--- src/rtl/core/rlp_pkg.sv ---
// rlp_pkg: request codes, header constants and the burst descriptor shared by
// the stream encoder modules. No dependencies.
package rlp_pkg;

    // Request codes on req_type; the fourth code is unused and dropped.
    localparam logic [1:0] REQ_START = 2'd0;
    localparam logic [1:0] REQ_CONT  = 2'd1;
    localparam logic [1:0] REQ_LIST  = 2'd2;

    // Header bases.
    localparam logic [7:0] STR_SHORT  = 8'h80;
    localparam logic [7:0] STR_LONG   = 8'hb7;
    localparam logic [7:0] LIST_SHORT = 8'hc0;
    localparam logic [7:0] LIST_LONG  = 8'hf7;

    // Longest length that still fits a one-byte header.
    localparam logic [31:0] SHORT_MAX = 32'd55;
    // Single nonzero bytes below this value encode as themselves.
    localparam logic [7:0] SINGLE_LIMIT = 8'h80;

    // One header byte, up to four length bytes and one payload byte.
    localparam int MAX_BYTES = 6;
    localparam int CNT_W     = 3;

    // Output bytes caused by one input item.
    typedef struct packed {
        logic [MAX_BYTES-1:0][7:0] bytes;
        logic [CNT_W-1:0]          count;
        logic                      last;
        logic                      err;
    } burst_t;

endpackage

--- src/rtl/core/rlp_stream_encoder.sv ---
// rlp_stream_encoder: top level of the recursive-length-prefix stream encoder.
// Depends on rlp_pkg, rlp_front, rlp_queue and rlp_back.
//
// The encoder takes one request per cycle while in_stall is low and turns it
// into one to six output bytes: a string start gives a single-byte form or its
// header (short, or long with big-endian length bytes) and the first payload
// byte; a continuing byte passes through with out_last on the byte that
// completes the item, a list request gives only the list header, and a
// continuing byte with no item open gives one byte of zero with out_error set.
// The output side delivers one byte per cycle while out_stall is low, so the
// sustained rate is one request per cycle while each request yields a single
// byte (the payload stream); a request with more bytes holds the output for
// each. The front classifies each request in the cycle it is accepted and
// hands a descriptor of its byte burst to a QUEUE_DEPTH-entry queue; the back
// serialiser drains that queue one byte per cycle while out_stall is low,
// which sets the rate. in_stall rises only while the queue is full, so header
// bursts are absorbed while payload bytes keep flowing. Bytes cross the queue
// and then the output register. Code 3 is accepted and dropped with no output.
module rlp_stream_encoder
#(
    parameter int QUEUE_DEPTH = 4
)
(
    input  logic        clk,
    input  logic        rst_n,
    input  logic        in_valid,
    output logic        in_stall,
    input  logic [1:0]  req_type,
    input  logic [31:0] payload_len,
    input  logic [7:0]  data_byte,
    output logic        out_valid,
    input  logic        out_stall,
    output logic [7:0]  out_byte,
    output logic        out_last,
    output logic        out_error
);

    rlp_pkg::burst_t push_data;
    rlp_pkg::burst_t head;
    logic            push;
    logic            pop;
    logic            q_valid;
    logic            q_full;

    // Front: accept, track the open item, build the burst.
    rlp_front u_front
    (
        .clk         (clk),
        .rst_n       (rst_n),
        .in_valid    (in_valid),
        .in_stall    (in_stall),
        .req_type    (req_type),
        .payload_len (payload_len),
        .data_byte   (data_byte),
        .q_full      (q_full),
        .q_push      (push),
        .q_data      (push_data)
    );

    // Decoupling queue: lets the front keep accepting while a burst drains.
    rlp_queue #(
        .DEPTH (QUEUE_DEPTH)
    ) u_queue
    (
        .clk     (clk),
        .rst_n   (rst_n),
        .push    (push),
        .wr_data (push_data),
        .pop     (pop),
        .rd_data (head),
        .valid   (q_valid),
        .full    (q_full)
    );

    // Back: one byte per transfer into the output register.
    rlp_back u_back
    (
        .clk       (clk),
        .rst_n     (rst_n),
        .head      (head),
        .q_valid   (q_valid),
        .q_pop     (pop),
        .out_valid (out_valid),
        .out_stall (out_stall),
        .out_byte  (out_byte),
        .out_last  (out_last),
        .out_error (out_error)
    );

endmodule

--- src/rtl/core/rlp_front.sv ---
// rlp_front: accepts requests, tracks the open item and builds the burst of
// output bytes for each request. Depends on rlp_pkg.
module rlp_front
(
    input  logic                 clk,
    input  logic                 rst_n,
    input  logic                 in_valid,
    output logic                 in_stall,
    input  logic [1:0]           req_type,
    input  logic [31:0]          payload_len,
    input  logic [7:0]           data_byte,
    input  logic                 q_full,
    output logic                 q_push,
    output rlp_pkg::burst_t      q_data
);

    logic [31:0]                  remaining_reg;
    logic [31:0]                  remaining_next;
    logic                         accept;
    logic                         len_long;
    logic [rlp_pkg::CNT_W-1:0]    n_len;
    logic [31:0]                  aligned;
    rlp_pkg::burst_t              burst;
    logic                         emits;

    assign in_stall = q_full;
    assign accept   = in_valid && !q_full;
    assign len_long = payload_len > rlp_pkg::SHORT_MAX;

    // Minimal number of big-endian length bytes.
    always_comb
    begin
        if (payload_len[31:24] != 8'h00)
            n_len = 3'd4;
        else if (payload_len[23:16] != 8'h00)
            n_len = 3'd3;
        else if (payload_len[15:8] != 8'h00)
            n_len = 3'd2;
        else
            n_len = 3'd1;
    end

    // Left-align the significant length bytes.
    always_comb
    begin
        case (n_len)
            3'd4:    aligned = payload_len;
            3'd3:    aligned = {payload_len[23:0], 8'h00};
            3'd2:    aligned = {payload_len[15:0], 16'h0000};
            default: aligned = {payload_len[7:0], 24'h000000};
        endcase
    end

    always_comb
    begin
        burst = '0;
        emits = 1'b1;
        case (req_type)
            rlp_pkg::REQ_START:
            begin
                if (payload_len == 32'd1 && data_byte < rlp_pkg::SINGLE_LIMIT)
                begin
                    // lone zero byte becomes the empty-string code
                    burst.bytes[0] = (data_byte == 8'h00) ? rlp_pkg::STR_SHORT : data_byte;
                    burst.count    = 3'd1;
                    burst.last     = 1'b1;
                end
                else if (payload_len == 32'd0)
                begin
                    burst.bytes[0] = rlp_pkg::STR_SHORT;
                    burst.count    = 3'd1;
                    burst.last     = 1'b1;
                end
                else if (!len_long)
                begin
                    burst.bytes[0] = rlp_pkg::STR_SHORT + payload_len[7:0];
                    burst.bytes[1] = data_byte;
                    burst.count    = 3'd2;
                    burst.last     = (payload_len == 32'd1);
                end
                else
                begin
                    burst.bytes[0] = rlp_pkg::STR_LONG + {5'b00000, n_len};
                    burst.bytes[1] = aligned[31:24];
                    burst.bytes[2] = aligned[23:16];
                    burst.bytes[3] = aligned[15:8];
                    burst.bytes[4] = aligned[7:0];
                    for (int j = 2; j < rlp_pkg::MAX_BYTES; j++)
                    begin
                        if (3'(j) == n_len + 3'd1)
                            burst.bytes[j] = data_byte;
                    end
                    burst.count = n_len + 3'd2;
                    burst.last  = 1'b0;
                end
            end
            rlp_pkg::REQ_CONT:
            begin
                burst.count = 3'd1;
                if (remaining_reg == 32'd0)
                begin
                    burst.err = 1'b1;
                end
                else
                begin
                    burst.bytes[0] = data_byte;
                    burst.last     = (remaining_reg == 32'd1);
                end
            end
            rlp_pkg::REQ_LIST:
            begin
                burst.last = 1'b1;
                if (!len_long)
                begin
                    burst.bytes[0] = rlp_pkg::LIST_SHORT + payload_len[7:0];
                    burst.count    = 3'd1;
                end
                else
                begin
                    burst.bytes[0] = rlp_pkg::LIST_LONG + {5'b00000, n_len};
                    burst.bytes[1] = aligned[31:24];
                    burst.bytes[2] = aligned[23:16];
                    burst.bytes[3] = aligned[15:8];
                    burst.bytes[4] = aligned[7:0];
                    burst.count    = n_len + 3'd1;
                end
            end
            default:
            begin
                emits = 1'b0;
            end
        endcase
    end

    always_comb
    begin
        remaining_next = remaining_reg;
        if (accept)
        begin
            case (req_type)
                rlp_pkg::REQ_START:
                    remaining_next = (payload_len == 32'd0) ? 32'd0 : payload_len - 32'd1;
                rlp_pkg::REQ_CONT:
                    if (remaining_reg != 32'd0)
                        remaining_next = remaining_reg - 32'd1;
                rlp_pkg::REQ_LIST:
                    remaining_next = 32'd0;
                default:
                    remaining_next = remaining_reg;
            endcase
        end
    end

    always_ff @(posedge clk or negedge rst_n)
    begin
        if (!rst_n)
            remaining_reg <= 32'd0;
        else
            remaining_reg <= remaining_next;
    end

    assign q_push = accept && emits;
    assign q_data = burst;

endmodule

--- src/rtl/core/rlp_queue.sv ---
// rlp_queue: short first-word-fall-through queue of burst descriptors between
// the front and the back. Depends on rlp_pkg.
module rlp_queue
#(
    parameter int DEPTH = 4
)
(
    input  logic            clk,
    input  logic            rst_n,
    input  logic            push,
    input  rlp_pkg::burst_t wr_data,
    input  logic            pop,
    output rlp_pkg::burst_t rd_data,
    output logic            valid,
    output logic            full
);

    localparam int PTR_W = (DEPTH > 1) ? $clog2(DEPTH) : 1;
    localparam int CNT_W = $clog2(DEPTH + 1);

    rlp_pkg::burst_t    store [DEPTH];
    logic [PTR_W-1:0]   wr_ptr_reg;
    logic [PTR_W-1:0]   wr_ptr_next;
    logic [PTR_W-1:0]   rd_ptr_reg;
    logic [PTR_W-1:0]   rd_ptr_next;
    logic [CNT_W-1:0]   fill_reg;
    logic [CNT_W-1:0]   fill_next;
    logic               do_push;
    logic               do_pop;

    assign valid   = (fill_reg != '0);
    assign full    = (fill_reg == CNT_W'(DEPTH));
    assign do_push = push && !full;
    assign do_pop  = pop && valid;
    assign rd_data = store[rd_ptr_reg];

    always_comb
    begin
        wr_ptr_next = wr_ptr_reg;
        rd_ptr_next = rd_ptr_reg;
        fill_next   = fill_reg;
        if (do_push)
            wr_ptr_next = (wr_ptr_reg == PTR_W'(DEPTH - 1)) ? '0 : wr_ptr_reg + 1'b1;
        if (do_pop)
            rd_ptr_next = (rd_ptr_reg == PTR_W'(DEPTH - 1)) ? '0 : rd_ptr_reg + 1'b1;
        if (do_push && !do_pop)
            fill_next = fill_reg + 1'b1;
        else if (do_pop && !do_push)
            fill_next = fill_reg - 1'b1;
    end

    always_ff @(posedge clk)
    begin
        if (do_push)
            store[wr_ptr_reg] <= wr_data;
    end

    always_ff @(posedge clk or negedge rst_n)
    begin
        if (!rst_n)
        begin
            wr_ptr_reg <= '0;
            rd_ptr_reg <= '0;
            fill_reg   <= '0;
        end
        else
        begin
            wr_ptr_reg <= wr_ptr_next;
            rd_ptr_reg <= rd_ptr_next;
            fill_reg   <= fill_next;
        end
    end

`ifndef NO_ASSERTIONS
    a_fill_bound: assert property (@(posedge clk) disable iff (!rst_n)
        fill_reg <= CNT_W'(DEPTH))
        else $error("queue fill exceeds depth");

    a_no_overflow: assert property (@(posedge clk) disable iff (!rst_n)
        full |-> !push)
        else $error("push into a full queue");
`endif

endmodule

--- src/rtl/core/rlp_back.sv ---
// rlp_back: serialises each queued burst into output bytes, one per cycle while
// out_stall is low, through a registered output stage. Depends on rlp_pkg.
module rlp_back
(
    input  logic            clk,
    input  logic            rst_n,
    input  rlp_pkg::burst_t head,
    input  logic            q_valid,
    output logic            q_pop,
    output logic            out_valid,
    input  logic            out_stall,
    output logic [7:0]      out_byte,
    output logic            out_last,
    output logic            out_error
);

    logic [rlp_pkg::CNT_W-1:0] idx_reg;
    logic [rlp_pkg::CNT_W-1:0] idx_next;
    logic                      out_valid_reg;
    logic                      out_valid_next;
    logic [7:0]                out_byte_reg;
    logic                      out_last_reg;
    logic                      out_error_reg;
    logic                      out_ready;
    logic                      emit;
    logic                      final_byte;

    assign out_ready  = !out_valid_reg || !out_stall;
    assign emit       = q_valid && out_ready;
    assign final_byte = (idx_reg == head.count - 3'd1);
    assign q_pop      = emit && final_byte;

    always_comb
    begin
        idx_next = idx_reg;
        if (emit)
            idx_next = final_byte ? '0 : idx_reg + 3'd1;
        out_valid_next = out_ready ? q_valid : out_valid_reg;
    end

    always_ff @(posedge clk or negedge rst_n)
    begin
        if (!rst_n)
        begin
            idx_reg       <= '0;
            out_valid_reg <= 1'b0;
        end
        else
        begin
            idx_reg       <= idx_next;
            out_valid_reg <= out_valid_next;
        end
    end

    // Payload of the output stage: load on emit, hold otherwise.
    always_ff @(posedge clk)
    begin
        if (emit)
        begin
            out_byte_reg  <= head.bytes[idx_reg];
            out_last_reg  <= head.last && final_byte;
            out_error_reg <= head.err;
        end
    end

    assign out_valid = out_valid_reg;
    assign out_byte  = out_byte_reg;
    assign out_last  = out_last_reg;
    assign out_error = out_error_reg;

`ifndef NO_ASSERTIONS
    a_error_shape: assert property (@(posedge clk) disable iff (!rst_n)
        (out_valid_reg && out_error_reg) |-> (out_byte_reg == 8'h00 && !out_last_reg))
        else $error("error result carries data or last");

    a_idx_in_burst: assert property (@(posedge clk) disable iff (!rst_n)
        q_valid |-> (idx_reg < head.count))
        else $error("byte index beyond burst length");

    a_idx_idle: assert property (@(posedge clk) disable iff (!rst_n)
        !q_valid |-> (idx_reg == '0))
        else $error("byte index not rewound while queue empty");
`endif

endmodule
--- config.mk ---
export PLATFORM = sky130hd
export DESIGN_NAME = rlp_stream_encoder
export DESIGN_NICKNAME = d
export VERILOG_FILES = /design/src/rtl/core/rlp_pkg.sv /design/src/rtl/core/rlp_stream_encoder.sv /design/src/rtl/core/rlp_front.sv /design/src/rtl/core/rlp_queue.sv /design/src/rtl/core/rlp_back.sv
export SDC_FILE = /design/constraint.sdc
export NUM_CORES = 1
export LEC_CHECK = 0
export ABC_AREA = 1
export ABC_CLOCK_PERIOD_IN_PS = 7920
export BUFFER_PORTS_ARGS = -buffer_cell sky130_fd_sc_hd__buf_2
export CORE_MARGIN = 2
export CORE_UTILIZATION = 37
export DETAILED_ROUTE_END_ITERATION = 12
export SLEW_MARGIN = 20
export SYNTH_ARGS = -nofsm -noshare
export SYNTH_HDL_FRONTEND = slang
export SYNTH_SLANG_ARGS = --single-unit
--- constraint.sdc ---
create_clock -name clk -period 7.92 [get_ports clk]
set_input_delay 1.98 -clock clk [delete_from_list [all_inputs] [get_ports clk]]
set_output_delay 1.98 -clock clk [all_outputs]
set_load 0.02 [all_outputs]
==> results by group <==
Outcome
  – Status: finished, final reports clean

Finish
  – Design area: 15800 um^2
  – Final #Nets: 1668
  – Share of layout cells above drive strength 1: 0.102
  – Area grow syn2layout: 11.7%
  – Final core occ: 0.420
  – Largest register FFs: 212

Yosys
  – Synth Flop Type: edfxtp_1
  – Synth cell types: 48
  – Synthesized net count: 1634
  – Yosys warns: 0
  – Synth Area in XOR/XNOR: 0.0149
  – Post-synthesis compound-gate area fraction: 0.143
  – Number of synthesized flops with an enable pin: 222
  – Post-Synth Adder-Cell Area: 0.0182
  – Mapped Area: 14100 um^2
  – Avg Cell Area, Syn: 9.02 um^2
  – Multiplexer area fraction after synthesis: 0.000796
  – Syn Inst Count: 1568
  – Synth area leaders: edfxtp_1 47%, nand2_1 8.2%, dfrtp_1 7.6%
  – Fraction of registers with async set/reset: 0.162
  – Seq cells post-synth: 265
  – Top cell type's share of synthesized area: 0.471
  – Dominant cell type by area after synthesis: edfxtp_1
  – Synth cell count leaders: 309 x nand2_1, 240 x nor2_1, 222 x edfxtp_1
  – Largest family of logic cells by synthesized area: simple AND/OR/NAND/NOR gates
  – Count leader, synth: nand2_1
  – Post-synthesis simple-gate area fraction: 0.219
  – Register area share after synthesis: 0.547

Critical path
  – CP Capture Type: flop
  – WP data arrival: 4970 ps
  – CP Class: reg2reg
  – CP Buf/Inv Count: 4
  – Cell chain of the critical path: inv_2, buf_4, nand2_1, a32o_1, ha_1, xor2_1, xor2_1, nand3_1, nor2_1, inv_1, ha_1, inv_1, fa_1, mux2_2
  – Slowest-stage cell, CP: buf_4
  – CP Max Fanout: 88
  – Worst Path Required: 8340 ps
  – Biggest cell delay along the critical path: 740 ps
  – Setup crit start kind: flop
  – CP top delay family: buffers and inverters

Floorplan
  – Std-Cell Rows: 71
  – # IOs: 58
  – Die ar.: 39800 um^2
  – DIE WIDTH: 200 um
  – Initial core utilization: 0.375
  – Die height: 200 um
  – Core Box Area: 37700 um^2

Drt
  – Met2 routed WL: 18900 um
  – Top routing layer in use: met5
  – WL met1: 18200 um
  – DRC errors left: 0
  – Wire length on met3: 2860 um
  – First-pass DRT Iterations: 5
  – 1st-iter DRT viols: 980
  – Detail Route Antenna Nets: 0
  – Via density: 5.37
  – Routed WL per cell: 19.2 um
  – WL final: 41100 um
  – DR vias: 11500

Power
  – Pleak: 6.12 nW
  – Switch share: 0.378
  – Sequential share of power: 0.401
  – Comb power frac: 0.335
  – Worst vdd ir: 232 uV
  – Pint: 0.00312 W
  – PD cells: 317 nW/um^2
  – Clock power share: 0.265
  – Net Sw Power: 0.00190 W

CTS
  – Worst-Skew Late Latency: 540 ps
  – H-tree depth: 1
  – Root Buffer: clkbuf_16
  – Clk slew on worst S/H paths: 60 ps
  – Clk sinks: 265
  – CTS tree: done
  – Hold Buf Count CTS: 0
  – CTS Buffer Depth: 3
  – Postcts setup bufs: 0
  – PostCTS Resize Cnt: 0
  – Num CTS Buffers: 29

Placement
  – Input/output buffers: 57
  – Hpwl dp: 28400 um
  – DP Area: 14900 um^2
  – Routability cong.: 0.971
  – Place WS: 3020 ps

GRT
  – Tot GR Track Use: 0.208
  – Vias in the first global route: 11000
  – First-pass GRT wire length: 63600 um
  – Initial antenna violation count: 5
  – Total gr overflow: 0
  – Largest net degree at the start of global routing: 89

Timing
  – Unrepaired setup endpoints after global routing: false
  – Worst Max-Slew Pin Slew: 913 ps
  – Final TNS setup: 0 ps
  – Final count of hold timing violations: 0
  – Fin crit share: 0.575
  – Worst relative slew slack: 0.392
  – Min Hold Slack: 516 ps
  – Final Setup Violations: 0
  – Fin. max-slew vios: 0
  – Fin crit period: 4550 ps
  – Final worst setup slack: 3370 ps
  – Fmax: 0.220 GHz
  – Skew final: 23.3 ps

Min path
  – Hold/Removal Path Class: reg2reg

Run
  – Maxcap violations: 0
logic make-up after synthesis:
family                     after synthesis
and+or+nand+nor                        715
AOI/OAI and AO/OA                      351
buffers and inverters                  192
adders and majority gates               20
DFF                                    265
xor gates and xnor gates                24
muxes                                    1
path summary, 6_finish.rpt:
check / endpoint / cells after the start / startpoint / slack [ps]
max: u_queue.fill_reg[1] / 14 / u_queue.rd_ptr_reg[0] / 3370
min: u_back.out_valid / 2 / u_back.out_valid / 520
max reg2reg: u_queue.fill_reg[1] / 14 / u_queue.rd_ptr_reg[0] / 3370
min reg2reg: u_back.out_valid / 2 / u_back.out_valid / 520
max in group asynchronous: u_queue.rd_ptr_reg[0] / 1 / rst_n / 6020
min in group asynchronous: u_front.remaining_reg[30] / 1 / rst_n / 1440
placed cells by master (no fill, tap or decap), types with 38 or more instances in the layout:
cell type	count
inv_1	111
buf_2	56
edfxtp_1	222
nand3_1	89
dfrtp_1	42
a21oi_1	49
nand2_1	309
o22ai_1	38
nor2_1	236
o21ai_0	178
area by class of cell:
class / instances / area [um^2]
sequential: 265 / 7740
multi-input combinational: 1111 / 5630
clock buffer: 39 / 783
tap: 511 / 639
inverter: 126 / 475
timing repair buffer: 69 / 378
antenna: 1 / 2.50
clock inverter: 14 / 150
fill: 3772 / 21900
worst register-to-register path, delay by kind of cell, from the launching register on:
family                   cells  cell delay (ps)
AND/OR/NAND/NOR              3              780
XOR/XNOR                     2              360
multiplexers                 1              270
AO/OA/AOI/OAI                1              270
adder cells (fa/ha/maj)      3              820
buffers and inverters        4             1320
flip-flops                   1              630
per-stage QoR:
| stage | total power (W) | cells |
|---|---|---|
| finish | 0.00501 | 2136 |
| global placement | 0.00369 | 2082 |
| global route | 0.00534 | 2136 |
| detailed placement | 0.00372 | 2082 |
| floorplan | 0.00319 | 1568 |
| CTS | 0.00505 | 2135 |
power groups by stage:
stage | sequential (W) | clock [W] | combinational [W]
after global placement | 0.00203 | 0 | 0.00166
after detailed placement | 0.00204 | 0 | 0.00168
after floorplan | 0.00201 | 0 | 0.00117
after CTS | 0.00201 | 0.00135 | 0.00169
final | 0.00201 | 0.00133 | 0.00168
after global routing | 0.00204 | 0.00140 | 0.00189
per-layer routing:
layer  global-route usage  up-vias
li1                     -     5513
met1                0.284     5512
met2                0.345      377
met3               0.0326       62
met4               0.0568        6
met5                    0        -
No activity file was read; power rests on OpenSTA's default activity.
